===== src/rtl/pace_pkg.sv =====
// Shared types and constants for the polygon area and convexity engine.
package pace_pkg;

    localparam int COORD_BITS   = 16;
    localparam int FRAC_BITS    = 8;
    localparam int MAX_VERTICES = 256;
    localparam int CNT_BITS     = 9;
    localparam int DIFF_BITS    = COORD_BITS + 1;
    localparam int PROD_BITS    = 2 * DIFF_BITS;
    localparam int CROSS_BITS   = PROD_BITS + 1;
    localparam int SUM_BITS     = 42;
    localparam int AREA_BITS    = 41;
    localparam int TRI_BITS     = 34;
    localparam int LEN_BITS     = 33;
    localparam int RAD_BITS     = 2 * DIFF_BITS + 2 * FRAC_BITS;
    localparam int ROOT_BITS    = RAD_BITS / 2;
    localparam int ROOT_STEPS   = ROOT_BITS;
    localparam int STEP_BITS    = $clog2(ROOT_STEPS + 1);
    localparam logic [LEN_BITS-1:0] LEN_MAX = {LEN_BITS{1'b1}};

    typedef enum logic [3:0] {
        ST_IDLE,
        ST_MUL_A,
        ST_MUL_B,
        ST_ROOT,
        ST_ACC,
        ST_CL_A,
        ST_CL_B,
        ST_CL_C,
        ST_OUT
    } state_t;

    typedef enum logic [2:0] {
        OP_NONE,
        OP_LOAD,
        OP_MUL_A,
        OP_MUL_B,
        OP_ROOT,
        OP_ACC,
        OP_CL_A,
        OP_CL_B
    } op_t;

    typedef struct packed {
        op_t  op;
        logic cl_c;
        logic out_load;
    } cmd_t;

    typedef struct packed {
        logic last;
        logic skip;
        logic has_edge;
        logic root_done;
        logic out_busy;
    } stat_t;

endpackage


===== src/rtl/pace_if.sv =====
// Valid/ready channel interfaces for vertices and results.
interface pace_vertex_if;
    logic                                 valid;
    logic                                 ready;
    logic signed [pace_pkg::COORD_BITS-1:0] vertex_x;
    logic signed [pace_pkg::COORD_BITS-1:0] vertex_y;
    logic                                 last_vertex;
    modport source (output valid, vertex_x, vertex_y, last_vertex, input ready);
    modport sink (input valid, vertex_x, vertex_y, last_vertex, output ready);
endinterface

interface pace_result_if;
    logic                               valid;
    logic                               ready;
    logic [pace_pkg::CNT_BITS-1:0]      vertex_count;
    logic [pace_pkg::AREA_BITS-1:0]     area_twice;
    logic [pace_pkg::TRI_BITS-1:0]      triangle_area_twice;
    logic [pace_pkg::LEN_BITS-1:0]      path_length;
    logic                               is_convex;
    logic                               too_many;
    modport source (output valid, vertex_count, area_twice, triangle_area_twice,
                    path_length, is_convex, too_many, input ready);
    modport sink (input valid, vertex_count, area_twice, triangle_area_twice,
                  path_length, is_convex, too_many, output ready);
endinterface


===== src/rtl/pace_ctrl.sv =====
// Controller state machine sequencing one vertex through the datapath.
module pace_ctrl (
    input  logic             clk,
    input  logic             rst_n,
    input  logic             in_valid,
    output logic             in_ready,
    input  pace_pkg::stat_t  stat,
    output pace_pkg::cmd_t   cmd
);
    pace_pkg::state_t state_reg, state_next;

    always_ff @(posedge clk or negedge rst_n)
    begin
        if (!rst_n)
        begin
            state_reg <= pace_pkg::ST_IDLE;
        end
        else
        begin
            state_reg <= state_next;
        end
    end

    always_comb
    begin
        state_next = state_reg;
        unique case (state_reg)
            pace_pkg::ST_IDLE:  if (in_valid) state_next = pace_pkg::ST_MUL_A;
            pace_pkg::ST_MUL_A: state_next = pace_pkg::ST_MUL_B;
            pace_pkg::ST_MUL_B:
            begin
                if (stat.skip || !stat.has_edge)
                    state_next = stat.last ? pace_pkg::ST_CL_A : pace_pkg::ST_IDLE;
                else
                    state_next = pace_pkg::ST_ROOT;
            end
            pace_pkg::ST_ROOT:  if (stat.root_done) state_next = pace_pkg::ST_ACC;
            pace_pkg::ST_ACC:
                state_next = stat.last ? pace_pkg::ST_CL_A : pace_pkg::ST_IDLE;
            pace_pkg::ST_CL_A:  state_next = pace_pkg::ST_CL_B;
            pace_pkg::ST_CL_B:  state_next = pace_pkg::ST_CL_C;
            pace_pkg::ST_CL_C:  state_next = pace_pkg::ST_OUT;
            pace_pkg::ST_OUT:   if (!stat.out_busy) state_next = pace_pkg::ST_IDLE;
            default:            state_next = pace_pkg::ST_IDLE;
        endcase
    end

    always_comb
    begin
        cmd.op       = pace_pkg::OP_NONE;
        cmd.cl_c     = 1'b0;
        cmd.out_load = 1'b0;
        in_ready     = 1'b0;
        unique case (state_reg)
            pace_pkg::ST_IDLE:
            begin
                in_ready = 1'b1;
                if (in_valid) cmd.op = pace_pkg::OP_LOAD;
            end
            pace_pkg::ST_MUL_A: cmd.op = pace_pkg::OP_MUL_A;
            pace_pkg::ST_MUL_B: cmd.op = pace_pkg::OP_MUL_B;
            pace_pkg::ST_ROOT:  cmd.op = pace_pkg::OP_ROOT;
            pace_pkg::ST_ACC:   cmd.op = pace_pkg::OP_ACC;
            pace_pkg::ST_CL_A:  cmd.op = pace_pkg::OP_CL_A;
            pace_pkg::ST_CL_B:  cmd.op = pace_pkg::OP_CL_B;
            pace_pkg::ST_CL_C:  cmd.cl_c = 1'b1;
            pace_pkg::ST_OUT:   cmd.out_load = !stat.out_busy;
            default:            cmd.op = pace_pkg::OP_NONE;
        endcase
    end

    a_load_idle: assert property (@(posedge clk) disable iff (!rst_n)
        cmd.op == pace_pkg::OP_LOAD |-> in_ready)
        else $error("load outside idle");
    a_out_once: assert property (@(posedge clk) disable iff (!rst_n)
        cmd.out_load |=> state_reg == pace_pkg::ST_IDLE)
        else $error("result load did not return to idle");
    a_root_acc: assert property (@(posedge clk) disable iff (!rst_n)
        state_reg == pace_pkg::ST_ROOT && stat.root_done |=> state_reg == pace_pkg::ST_ACC)
        else $error("root finish missed");
endmodule


===== src/rtl/pace_datapath.sv =====
// Datapath: vertex store, products, bit-serial edge root, sums and result register.
module pace_datapath (
    input  logic                                   clk,
    input  logic                                   rst_n,
    input  logic signed [pace_pkg::COORD_BITS-1:0] vx,
    input  logic signed [pace_pkg::COORD_BITS-1:0] vy,
    input  logic                                   vlast,
    input  pace_pkg::cmd_t                         cmd,
    output pace_pkg::stat_t                        stat,
    pace_result_if.source                          res
);
    localparam int CB = pace_pkg::COORD_BITS;
    localparam int DB = pace_pkg::DIFF_BITS;
    localparam int PB = pace_pkg::PROD_BITS;
    localparam int XB = pace_pkg::CROSS_BITS;
    localparam int SB = pace_pkg::SUM_BITS;
    localparam int RB = pace_pkg::RAD_BITS;
    localparam int QB = pace_pkg::ROOT_BITS;

    logic signed [CB-1:0] fx_reg, fy_reg, sx_reg, sy_reg, px_reg, py_reg, ox_reg, oy_reg;
    logic signed [CB-1:0] cx_reg, cy_reg;
    logic                 last_reg, skip_reg;
    logic [pace_pkg::CNT_BITS-1:0] cnt_reg;
    logic                 ovf_reg;
    logic signed [SB-1:0] shoe_reg;
    logic [pace_pkg::LEN_BITS-1:0] len_reg;
    logic signed [XB-1:0] tri_reg;
    logic [1:0]           turn_reg;
    logic signed [PB-1:0] pa_reg, pb_reg, pc_reg, pd_reg, pe_reg;
    logic [RB-1:0]        rem_reg;
    logic [RB-1:0]        root_reg;
    logic [pace_pkg::STEP_BITS-1:0] step_reg;
    logic                 out_v_reg;
    logic [pace_pkg::CNT_BITS-1:0]  o_cnt_reg;
    logic [pace_pkg::AREA_BITS-1:0] o_area_reg;
    logic [pace_pkg::TRI_BITS-1:0]  o_tri_reg;
    logic [pace_pkg::LEN_BITS-1:0]  o_len_reg;
    logic                 o_cvx_reg, o_tm_reg;

    // multiplier operands selected by operation
    logic signed [DB-1:0] m1a, m1b, m2a, m2b, m3a, m3b;
    logic signed [PB-1:0] m1, m2, m3;
    logic signed [CB-1:0] ax, ay, bx, by, qx, qy;

    always_comb
    begin
        ax = ox_reg; ay = oy_reg; bx = px_reg; by = py_reg; qx = cx_reg; qy = cy_reg;
        if (cmd.op == pace_pkg::OP_CL_A)
        begin
            qx = fx_reg; qy = fy_reg;
        end
        else if (cmd.op == pace_pkg::OP_CL_B)
        begin
            ax = px_reg; ay = py_reg; bx = fx_reg; by = fy_reg; qx = sx_reg; qy = sy_reg;
        end
        m1a = DB'(bx) - DB'(ax);
        m1b = DB'(qy) - DB'(by);
        m2a = DB'(by) - DB'(ay);
        m2b = DB'(qx) - DB'(bx);
        m3a = DB'(qx) - DB'(bx);
        m3b = DB'(qy) + DB'(by);
        if (cmd.op == pace_pkg::OP_MUL_B)
        begin
            m1a = DB'(cx_reg) - DB'(px_reg);
            m1b = m1a;
            m2a = DB'(cy_reg) - DB'(py_reg);
            m2b = m2a;
        end
        else if (cmd.op == pace_pkg::OP_CL_B)
        begin
            m3a = DB'(fx_reg) - DB'(px_reg);
            m3b = DB'(fy_reg) + DB'(py_reg);
        end
        m1 = m1a * m1b;
        m2 = m2a * m2b;
        m3 = m3a * m3b;
    end

    logic signed [XB-1:0] zc;
    assign zc = XB'(pa_reg) - XB'(pb_reg);

    logic [RB-1:0] tb;
    logic [RB:0]   trial;
    assign tb    = {{(RB-2){1'b0}}, 2'b01} << (2 * (pace_pkg::ROOT_STEPS - 32'(step_reg)));
    assign trial = {1'b0, rem_reg} - ({1'b0, root_reg} | {1'b0, tb});

    logic [pace_pkg::LEN_BITS:0] lsum;
    assign lsum = {1'b0, len_reg} + (pace_pkg::LEN_BITS+1)'(root_reg[QB-1:0]);

    logic signed [SB-1:0] s_fin;
    logic [1:0]           t_fin;
    assign s_fin = shoe_reg + SB'(pc_reg);

    function automatic logic [1:0] sgn(input logic signed [XB-1:0] z);
        sgn = {z > 0, z < 0};
    endfunction

    assign stat.last      = last_reg;
    assign stat.skip      = skip_reg;
    assign stat.has_edge  = cnt_reg != '0;
    assign stat.root_done = step_reg == pace_pkg::STEP_BITS'(pace_pkg::ROOT_STEPS);
    assign stat.out_busy  = out_v_reg && !res.ready;

    assign t_fin = turn_reg;

    always_ff @(posedge clk)
    begin
        unique case (cmd.op)
            pace_pkg::OP_LOAD:
            begin
                cx_reg <= vx; cy_reg <= vy; last_reg <= vlast;
                skip_reg <= cnt_reg >= pace_pkg::CNT_BITS'(pace_pkg::MAX_VERTICES);
            end
            pace_pkg::OP_MUL_A:
            begin
                pa_reg <= m1; pb_reg <= m2; pc_reg <= m3;
            end
            pace_pkg::OP_MUL_B:
            begin
                pd_reg <= m1; pe_reg <= m2;
                rem_reg <= RB'(PB'(m1) + PB'(m2)) << (2 * pace_pkg::FRAC_BITS);
                root_reg <= '0;
                step_reg <= '0;
            end
            pace_pkg::OP_ROOT:
            begin
                if (!trial[RB])
                begin
                    rem_reg  <= trial[RB-1:0];
                    root_reg <= (root_reg >> 1) | tb;
                end
                else
                begin
                    root_reg <= root_reg >> 1;
                end
                step_reg <= step_reg + 1'b1;
            end
            pace_pkg::OP_CL_A:
            begin
                pa_reg <= m1; pb_reg <= m2;
            end
            pace_pkg::OP_CL_B:
            begin
                pa_reg <= m1; pb_reg <= m2; pc_reg <= m3;
            end
            default:
            begin
            end
        endcase
    end

    always_ff @(posedge clk or negedge rst_n)
    begin
        if (!rst_n)
        begin
            fx_reg <= '0; fy_reg <= '0; sx_reg <= '0; sy_reg <= '0;
            px_reg <= '0; py_reg <= '0; ox_reg <= '0; oy_reg <= '0;
            cnt_reg <= '0; ovf_reg <= 1'b0; shoe_reg <= '0; len_reg <= '0;
            tri_reg <= '0; turn_reg <= '0; out_v_reg <= 1'b0;
        end
        else
        begin
            if (res.ready) out_v_reg <= 1'b0;
            if (cmd.op == pace_pkg::OP_MUL_B)
            begin
                if (skip_reg)
                begin
                    ovf_reg <= 1'b1;
                end
                else
                begin
                    if (cnt_reg == 0)
                    begin
                        fx_reg <= cx_reg; fy_reg <= cy_reg;
                    end
                    else if (cnt_reg == 1)
                    begin
                        sx_reg <= cx_reg; sy_reg <= cy_reg;
                    end
                    else
                    begin
                        turn_reg <= turn_reg | sgn(zc);
                        if (cnt_reg == 2) tri_reg <= zc;
                    end
                    if (cnt_reg != 0) shoe_reg <= shoe_reg + SB'(pc_reg);
                    ox_reg <= px_reg; oy_reg <= py_reg;
                    px_reg <= cx_reg; py_reg <= cy_reg;
                    cnt_reg <= cnt_reg + 1'b1;
                end
            end
            if (cmd.op == pace_pkg::OP_ACC)
                len_reg <= lsum[pace_pkg::LEN_BITS] ? pace_pkg::LEN_MAX
                                                     : lsum[pace_pkg::LEN_BITS-1:0];
            if (cmd.op == pace_pkg::OP_CL_B && cnt_reg >= 3)
                turn_reg <= turn_reg | sgn(zc);
            if (cmd.cl_c)
            begin
                if (cnt_reg >= 3) turn_reg <= turn_reg | sgn(zc);
                shoe_reg <= s_fin;
            end
            if (cmd.out_load)
            begin
                out_v_reg  <= 1'b1;
                o_cnt_reg  <= cnt_reg;
                o_area_reg <= pace_pkg::AREA_BITS'(shoe_reg < 0 ? -shoe_reg : shoe_reg);
                o_tri_reg  <= cnt_reg >= 3
                    ? pace_pkg::TRI_BITS'(tri_reg < 0 ? -tri_reg : tri_reg) : '0;
                o_len_reg  <= len_reg;
                o_cvx_reg  <= cnt_reg >= 3 && (t_fin == 2'b01 || t_fin == 2'b10);
                o_tm_reg   <= ovf_reg;
                fx_reg <= '0; fy_reg <= '0; sx_reg <= '0; sy_reg <= '0;
                px_reg <= '0; py_reg <= '0; ox_reg <= '0; oy_reg <= '0;
                cnt_reg <= '0; ovf_reg <= 1'b0; shoe_reg <= '0; len_reg <= '0;
                tri_reg <= '0; turn_reg <= '0;
            end
        end
    end

    assign res.valid               = out_v_reg;
    assign res.vertex_count        = o_cnt_reg;
    assign res.area_twice          = o_area_reg;
    assign res.triangle_area_twice = o_tri_reg;
    assign res.path_length         = o_len_reg;
    assign res.is_convex           = o_cvx_reg;
    assign res.too_many            = o_tm_reg;

    logic unused_ok;
    assign unused_ok = ^{pd_reg, pe_reg};

    a_cnt_max: assert property (@(posedge clk) disable iff (!rst_n)
        cnt_reg <= pace_pkg::CNT_BITS'(pace_pkg::MAX_VERTICES))
        else $error("vertex count beyond maximum");
    a_cvx_cnt: assert property (@(posedge clk) disable iff (!rst_n)
        cmd.out_load && cnt_reg < 3 |=> !o_cvx_reg)
        else $error("convex with too few vertices");
    a_hold: assert property (@(posedge clk) disable iff (!rst_n)
        out_v_reg && !res.ready |=> out_v_reg)
        else $error("result dropped while stalled");
endmodule


===== src/rtl/polygon_area_convexity_engine.sv =====
// Top level of the polygon area and convexity engine.
// A vertex with no incoming edge, or one past MAX_VERTICES, passes only through the load
// and multiply states; otherwise the edge length comes from a restoring square root over
// a 50-bit radicand that spends one setup step and then retires one of its 25 result bits
// per cycle. A marked vertex adds the wrap-around terms and a result load; the result
// register lets the next polygon start as soon as the result is registered.
module polygon_area_convexity_engine (
    input  logic          clk,
    input  logic          rst_n,
    pace_vertex_if.sink   vertex,
    pace_result_if.source result
);
    pace_pkg::cmd_t  cmd;
    pace_pkg::stat_t stat;

    pace_ctrl u_ctrl (
        .clk      (clk),
        .rst_n    (rst_n),
        .in_valid (vertex.valid),
        .in_ready (vertex.ready),
        .stat     (stat),
        .cmd      (cmd)
    );

    pace_datapath u_dp (
        .clk   (clk),
        .rst_n (rst_n),
        .vx    (vertex.vertex_x),
        .vy    (vertex.vertex_y),
        .vlast (vertex.last_vertex),
        .cmd   (cmd),
        .stat  (stat),
        .res   (result)
    );
endmodule

===== src/flat_wrapper.sv =====
// flat-port wrapper written by rule: the top's interface ports become plain ports
module polygon_area_convexity_engine_flat 
  (clk, rst_n, vertex_valid, vertex_vertex_x, vertex_vertex_y, vertex_last_vertex, vertex_ready, result_valid, result_vertex_count, result_area_twice, result_triangle_area_twice, result_path_length, result_is_convex, result_too_many, result_ready);
  pace_vertex_if vertex_i ();
  pace_result_if result_i ();
  input  logic clk;
  input  logic rst_n;
  input wire logic [$bits(vertex_i.valid)-1:0] vertex_valid;
  input wire logic [$bits(vertex_i.vertex_x)-1:0] vertex_vertex_x;
  input wire logic [$bits(vertex_i.vertex_y)-1:0] vertex_vertex_y;
  input wire logic [$bits(vertex_i.last_vertex)-1:0] vertex_last_vertex;
  output wire logic [$bits(vertex_i.ready)-1:0] vertex_ready;
  output wire logic [$bits(result_i.valid)-1:0] result_valid;
  output wire logic [$bits(result_i.vertex_count)-1:0] result_vertex_count;
  output wire logic [$bits(result_i.area_twice)-1:0] result_area_twice;
  output wire logic [$bits(result_i.triangle_area_twice)-1:0] result_triangle_area_twice;
  output wire logic [$bits(result_i.path_length)-1:0] result_path_length;
  output wire logic [$bits(result_i.is_convex)-1:0] result_is_convex;
  output wire logic [$bits(result_i.too_many)-1:0] result_too_many;
  input wire logic [$bits(result_i.ready)-1:0] result_ready;
  assign vertex_i.valid = vertex_valid;
  assign vertex_i.vertex_x = vertex_vertex_x;
  assign vertex_i.vertex_y = vertex_vertex_y;
  assign vertex_i.last_vertex = vertex_last_vertex;
  assign vertex_ready = vertex_i.ready;
  assign result_valid = result_i.valid;
  assign result_vertex_count = result_i.vertex_count;
  assign result_area_twice = result_i.area_twice;
  assign result_triangle_area_twice = result_i.triangle_area_twice;
  assign result_path_length = result_i.path_length;
  assign result_is_convex = result_i.is_convex;
  assign result_too_many = result_i.too_many;
  assign result_i.ready = result_ready;
  polygon_area_convexity_engine u_core (.clk(clk), .rst_n(rst_n), .vertex(vertex_i), .result(result_i));
endmodule

===== config.mk =====
export PLATFORM = sky130hd
export DESIGN_NAME = polygon_area_convexity_engine_flat
export DESIGN_NICKNAME = d
export VERILOG_FILES = /design/src/rtl/pace_pkg.sv /design/src/rtl/pace_if.sv /design/src/rtl/pace_ctrl.sv /design/src/rtl/pace_datapath.sv /design/src/rtl/polygon_area_convexity_engine.sv /design/src/flat_wrapper.sv
export SDC_FILE = /design/constraint.sdc
export NUM_CORES = 2
export LEC_CHECK = 0
export ABC_AREA = 1
export BUFFER_PORTS_ARGS = -buffer_cell sky130_fd_sc_hd__buf_2
export CAP_MARGIN = 20
export CORE_ASPECT_RATIO = 1.2
export CORE_MARGIN = 5
export CORE_UTILIZATION = 66
export CTS_CLUSTER_SIZE = 14
export DETAILED_ROUTE_END_ITERATION = 8
export GPL_TIMING_DRIVEN = 0
export PLACE_DENSITY = 0.9
export SYNTH_ARGS = -nofsm -noshare
export SYNTH_HDL_FRONTEND = slang
export SYNTH_SLANG_ARGS = --single-unit

===== constraint.sdc =====
create_clock -name clk -period 14.2 [get_ports clk]
set_input_delay 3.55 -clock clk [delete_from_list [all_inputs] [get_ports clk]]
set_output_delay 3.55 -clock clk [all_outputs]
set_load 0.005 [all_outputs]

# Word level (Yosys, flattened, before mapping)
# Index checks and enable logic that the tools add are counted.
# word_totals
wordCells	222
romBits	0
reg_bits	615
ramBits	0
n_memories	0
latchBits	0
output_inout_bits	121
# classes
eq_ne	28
mul	3
addsub	19
bitwise_logic	3
n_reduce_logical	32
div_mod_pow	0
shift	1
order_cmp	6
mux	98
# op_table
operator	count
$mux 16	42
$mux 35	6
$mux 42	5
$pmux 50 s2	2
$mux 17	8
$sub 16x16->17	7
$mul 17x17->34	3
$mux 50	2
$mux 33	3
$lt 35x1->1 const B	2
$sub 50x50->51	1
$or 49x50->50	1
$or 50x50->50	1
$shl 1x32->50 const A	1
$add 42x34->42	1
$lt 42x1->1 const B	1
$mux 41	1
$neg 41->41	1
$pmux 4 s9	1
$gt 35x1->1 const B	1
$sub 34x34->35	1
$add 16x16->17	2
$add 33x25->34	1
$add 34x34->34	1
44 further kinds	95

# Depth between registers and ports, before layout
# logic_depth
ltp_word	11
mapped_depth	63
mapped_depth_nobuf	59

# Modules after synthesis
# Synthesis repeated with hierarchy kept, for this count alone.
# hier_totals
cells_unflattened	10100
hier_area_um2	77989.8
# modules_own_cells
mod	instances	cells_per_inst	seq_area_each_um2	area_per_inst_um2
pace_datapath	1	10039	17061.4	77621.9
pace_ctrl	1	61	100.1	367.9

# Worst setup path before layout
# No wires, ideal clock.
# synth_timing
path_type	register to register
from	reg u_core.u_ctrl.state_reg[2]
to	reg u_core.u_dp.rem_reg[48] (data pin)
setup_slack_ns	4.237
synth_period_minus_slack_ns	9.963
arrival_time_ns	9.705
required_time_ns	13.942
stages_incl_launch_ff	57
path_buffers	3
cell_sequence	dfrtp_1 > inv_2 > nor2_4 > nand2_4 > clkbuf_1 > clkbuf_1 > buf_1 > nand2_1 > o21ai_0 > inv_1 > fa_1 > nand2_1 > inv_1 > o21ai_0 > nand2_1 > a21oi_1 > nor2_1 > o21ai_0 > (+21 left out) > o21ai_0 > a21oi_1 > o21ai_0 > xor2_1 > ha_1 > nand2_1 > nor2_1 > nand2_1 > nor4_1 > nand2_1 > o211ai_1 > nand4_1 > nand2_1 > nand2_1 > nand2_1 > nand2_1 > nand3_1 > nand2_1
# synth_via
elab_chain_cells	10
word_cells_on_any_way	36
# synth_lines
element	line	rtl
start, declared	pace_ctrl.sv:10	pace_pkg::state_t state_reg, state_next;
start signal, assigned	pace_ctrl.sv:16	state_reg <= pace_pkg::ST_IDLE;
start signal, assigned	pace_ctrl.sv:20	state_reg <= state_next;
$eq 4x3->1, or another cell as far along	pace_ctrl.sv:54	unique case (state_reg)
$pmux 3 s7 *	pace_ctrl.sv:54	
$eq 3x3->1	pace_datapath.sv:52	else if (cmd.op == pace_pkg::OP_CL_B)
$mux 16	pace_datapath.sv:52	
$mux 16	pace_datapath.sv:48	if (cmd.op == pace_pkg::OP_CL_A)
$sub 16x16->17, on equally long branches	pace_datapath.sv:58, pace_datapath.sv:59	
$mux 17	pace_datapath.sv:62	if (cmd.op == pace_pkg::OP_MUL_B)
$mul 17x17->34 *	pace_datapath.sv:75	m2 = m2a * m2b;
via u_core.u_dp.m2[23]	pace_datapath.sv:42	logic signed [PB-1:0] m1, m2, m3;
$add 34x34->34 *	pace_datapath.sv:121	rem_reg <= RB'(PB'(m1) + PB'(m2)) << (2 * pace_pkg::FRAC_BITS);
$pmux 50 s2 *	pace_datapath.sv:108	unique case (cmd.op)
end signal, assigned	pace_datapath.sv:121	
end signal, assigned	pace_datapath.sv:129	rem_reg <= trial[RB-1:0];
end, declared	pace_datapath.sv:30	logic [RB-1:0] rem_reg;
# The timed path passes the listed nets; every way through them passes the cells marked *.
# A chain may end at the register's enable or synchronous reset.

# Final worst setup path
# layout_timing
from	reg u_core.u_ctrl.state_reg[3]
to	reg u_core.u_dp.rem_reg[47] (data pin)
# layout_via
elab_chain_cells	10
word_cells_on_any_way	36
# layout_lines
element	line	rtl
$eq 4x3->1, or another cell as far along	pace_ctrl.sv:54	
$pmux 3 s7 *	pace_ctrl.sv:54	
$eq 3x3->1	pace_datapath.sv:52	
$mux 16	pace_datapath.sv:52	
$mux 16	pace_datapath.sv:48	
$sub 16x16->17, on equally long branches	pace_datapath.sv:56, pace_datapath.sv:57	
$mux 17	pace_datapath.sv:62	
$mul 17x17->34 *	pace_datapath.sv:74	m1 = m1a * m1b;
via u_core.u_dp.m1[26]	pace_datapath.sv:42	
$add 34x34->34 *	pace_datapath.sv:121	
$pmux 50 s2 *	pace_datapath.sv:108	
# Marked as above.

==> impl_metrics.tcl <==
set metrics [dict create \
    cp_slowest_stage_delay_ps 1030 \
    cp_common_cell "nand2_1" \
    synth_seq_cells 614 \
    grt_antenna_before_repair 13 \
    hold_buffers 0 \
    grt_max_degree 110 \
    grt_pass1_wl_mm 407.1 \
    io_pins 158 \
    maxUsedRoutingLayer "met5" \
    viasPerCell 6.183 \
    hold_viol 0 \
    r2r_slack_ps 560 \
    die_h_um 380.8 \
    routedLengthMet1_mm 91.52 \
    cts_tree "built" \
    ff2ff_path_depth 49 \
    synthesis.area_um2 75620 \
    post-route-min-period_ps 13640 \
    postSynthAreaPerCell_um2 7.973 \
    wl_met2_mm 125.9 \
    cp_slowest_cell "o21ai_0" \
    synth-edff-count 359 \
    met3_length_mm 27.31 \
    reg2reg_from "u_core.u_ctrl.state_reg[3]" \
    dp_hpwl_mm 220.6 \
    pre_cts_ws_ps -261.2 \
    critical_path_arrival_ps 14070 \
    die_area_um2 121500 \
    cts.sinks 614 \
    ctsRootBufferMaster "clkbuf_16" \
    final_nets 11262 \
    clock_skew_ps 60.65 \
    setup_tns_ps 0 \
    syn-num-nets 11009 \
    worst-path-max-fanout 10 \
    num_vias 69968 \
    synth_top_area_share_pct 23.93 \
    core_um2 114200 \
    fin_ws_ps 563.4 \
    critPathLaunchType "flop" \
    ys_types 66 \
    clk_latency_ps 710 \
    layout.cells.non_filler 11316 \
    synthArstFlopShare_pct 41.53 \
    rsz0062_at_grt "false" \
    required_ps 14640 \
    placedCellCount 11180 \
    path_class "reg -> reg" \
    cp-endpoint "u_core.u_dp.rem_reg[47]" \
    cts_buffers 69 \
    drc_errors 2 \
    yosysTopAreaCell "fa_1" \
    period_share_pct 96.03 \
    port_buffers 157 \
    synthCells 9484 \
    setup_violations 0 \
    grt_usage_pct 43.48 \
    slew_headroom_pct 11.41 \
    row_count 136 \
    wl_per_cell_um 23.77 \
    start_util_pct 66.23 \
    area_growth_pct 7.356 \
    violations "DRC" \
    status "complete, but fails checks" \
    drt_iter0_drc 7787 \
    r2r_end "u_core.u_dp.rem_reg[47]" \
    worst_pin_slew_ps 1315 \
    grt-ovfl-total 0 \
    slew_viol_final 0 \
    clk_pin_slew_worst_paths_ps 60 \
    drt_first_pass_iters 9 \
    largest_reg_flops 50 \
    totalWireLength_mm 269.0 \
    ant_nets 0 \
    holdCritPathClass "reg -> reg" \
    yosys-top-cells-area "fa_1, edfxtp_1, ha_1" \
    drv_cap 0 \
    yosysWarnings 0 \
    drive_above_1_share_pct 4.564 \
    gp_congestion 1.092 \
    fmax_mhz 73.33 \
    cts_setup_buffers 0 \
    worstSetupEndpointType "flop" \
    die_x_um 319.0 \
    clockBufferDepth 3 \
    synth_flop_cell "edfxtp_1" \
    grt_pass1_vias 71615 \
    cts-htree-levels 3 \
    yosysSeqAreaShare_pct 22.69 \
    cp-startpoint "u_core.u_ctrl.state_reg[3]" \
]
## cell type report
cell class                 instances  area [um^2]
antenna                            4        10.01
buffer                           230        977.2
clock buffer                      81         1813
clock inverter                    47        620.6
fill                            8756        33000
inverter                        1829         6868
multi-input combinational       6811        50660
sequential                       614        17160
tap                             1518         1899
timing repair buffer             182         1171
## per-stage QoR
step	util (%)	area (um^2)	hold WS, ps
6_report	71.10	81180	454.8
3_3_place_gp	68.58	78300	432.3
2_1_floorplan	-	75620	419.7
4_1_cts	71.04	81110	452.9
3_5_place_dp	68.91	78680	432.4
5_1_grt	71.09	81170	477.1
## worst min path at each step
stage	cells after the start	from	slack, ps	endpoint
6_report	0	u_core.u_dp.ovf_reg	450	u_core.u_dp.res.too_many
2_1_floorplan	0	u_core.u_dp.ovf_reg	420	u_core.u_dp.res.too_many
3_5_place_dp	0	u_core.u_dp.ovf_reg	430	u_core.u_dp.res.too_many
5_1_grt	0	u_core.u_dp.ovf_reg	480	u_core.u_dp.res.too_many
3_3_place_gp	0	u_core.u_dp.ovf_reg	430	u_core.u_dp.res.too_many
4_1_cts	0	u_core.u_dp.ovf_reg	450	u_core.u_dp.res.too_many
## per-layer routing
layer  vias up  global-route usage (%)
met5         -                       0
met1     33473                   50.61
li1      30617                       -
met3      1315                   9.717
met2      4549                   71.85
met4        14                   30.06
## timing repair
action                     CTS  global route
setup endpoints to repair    7            10
gates resized for setup      2            16
hold endpoints to repair     0             0
gates cloned                 0             0
## synth_stat cells, types with 25 or more instances
cell type and instances:
nand2_1 1826, xnor2_1 112, nor2_1 958, a21oi_1 603, edfxtp_1 359, or2_2 31, nand3_1 392, ha_1 584
nor3_1 112, xor2_1 178, clkbuf_1 169, o21ai_0 637, o21a_1 31, a21o_1 34, nand4_1 51, buf_2 35
dfrtp_1 255, nor4_1 25, a31oi_1 67, fa_1 904, o21bai_1 35, o22ai_1 37, inv_1 1802, o21ai_1 33
## placed cells by master (no fill, tap or decap), types with 37 or more instances in the layout
cell type,n
a21oi_1,603
nand2_1,1824
clkbuf_16,70
o22ai_1,37
o21ai_0,634
nor2_1,956
nand3_1,392
nand4_1,51
a31oi_1,67
ha_1,584
nor3_1,112
buf_2,193
clkbuf_1,172
inv_1,1801
xnor2_1,112
dfrtp_1,255
edfxtp_1,359
fa_1,904
xor2_1,178
## cells by family after synthesis
family                   synth area share (%)
buffers and inverters                   10.36
adder cells (fa/ha/maj)                 33.60
flip-flops                              22.69
AO/OA/AOI/OAI                           11.35
XOR/XNOR                                3.359
multiplexers                          0.01324
AND/OR/NAND/NOR                         18.62
## worst max-delay path, delay by kind of cell (launching register included)
family | cells | cell delay (ps)
buffers and inverters | 10 | 2310
and+or+nand+nor | 22 | 3330
DFF | 1 | 460
xor gates and xnor gates | 1 | 410
AOI/OAI and AO/OA | 7 | 2780
adders and majority gates | 9 | 4010
Power is left out: the tool's default activity adds up to more than one toggle a clock period on the data nets, which glitch-free logic cannot reach.
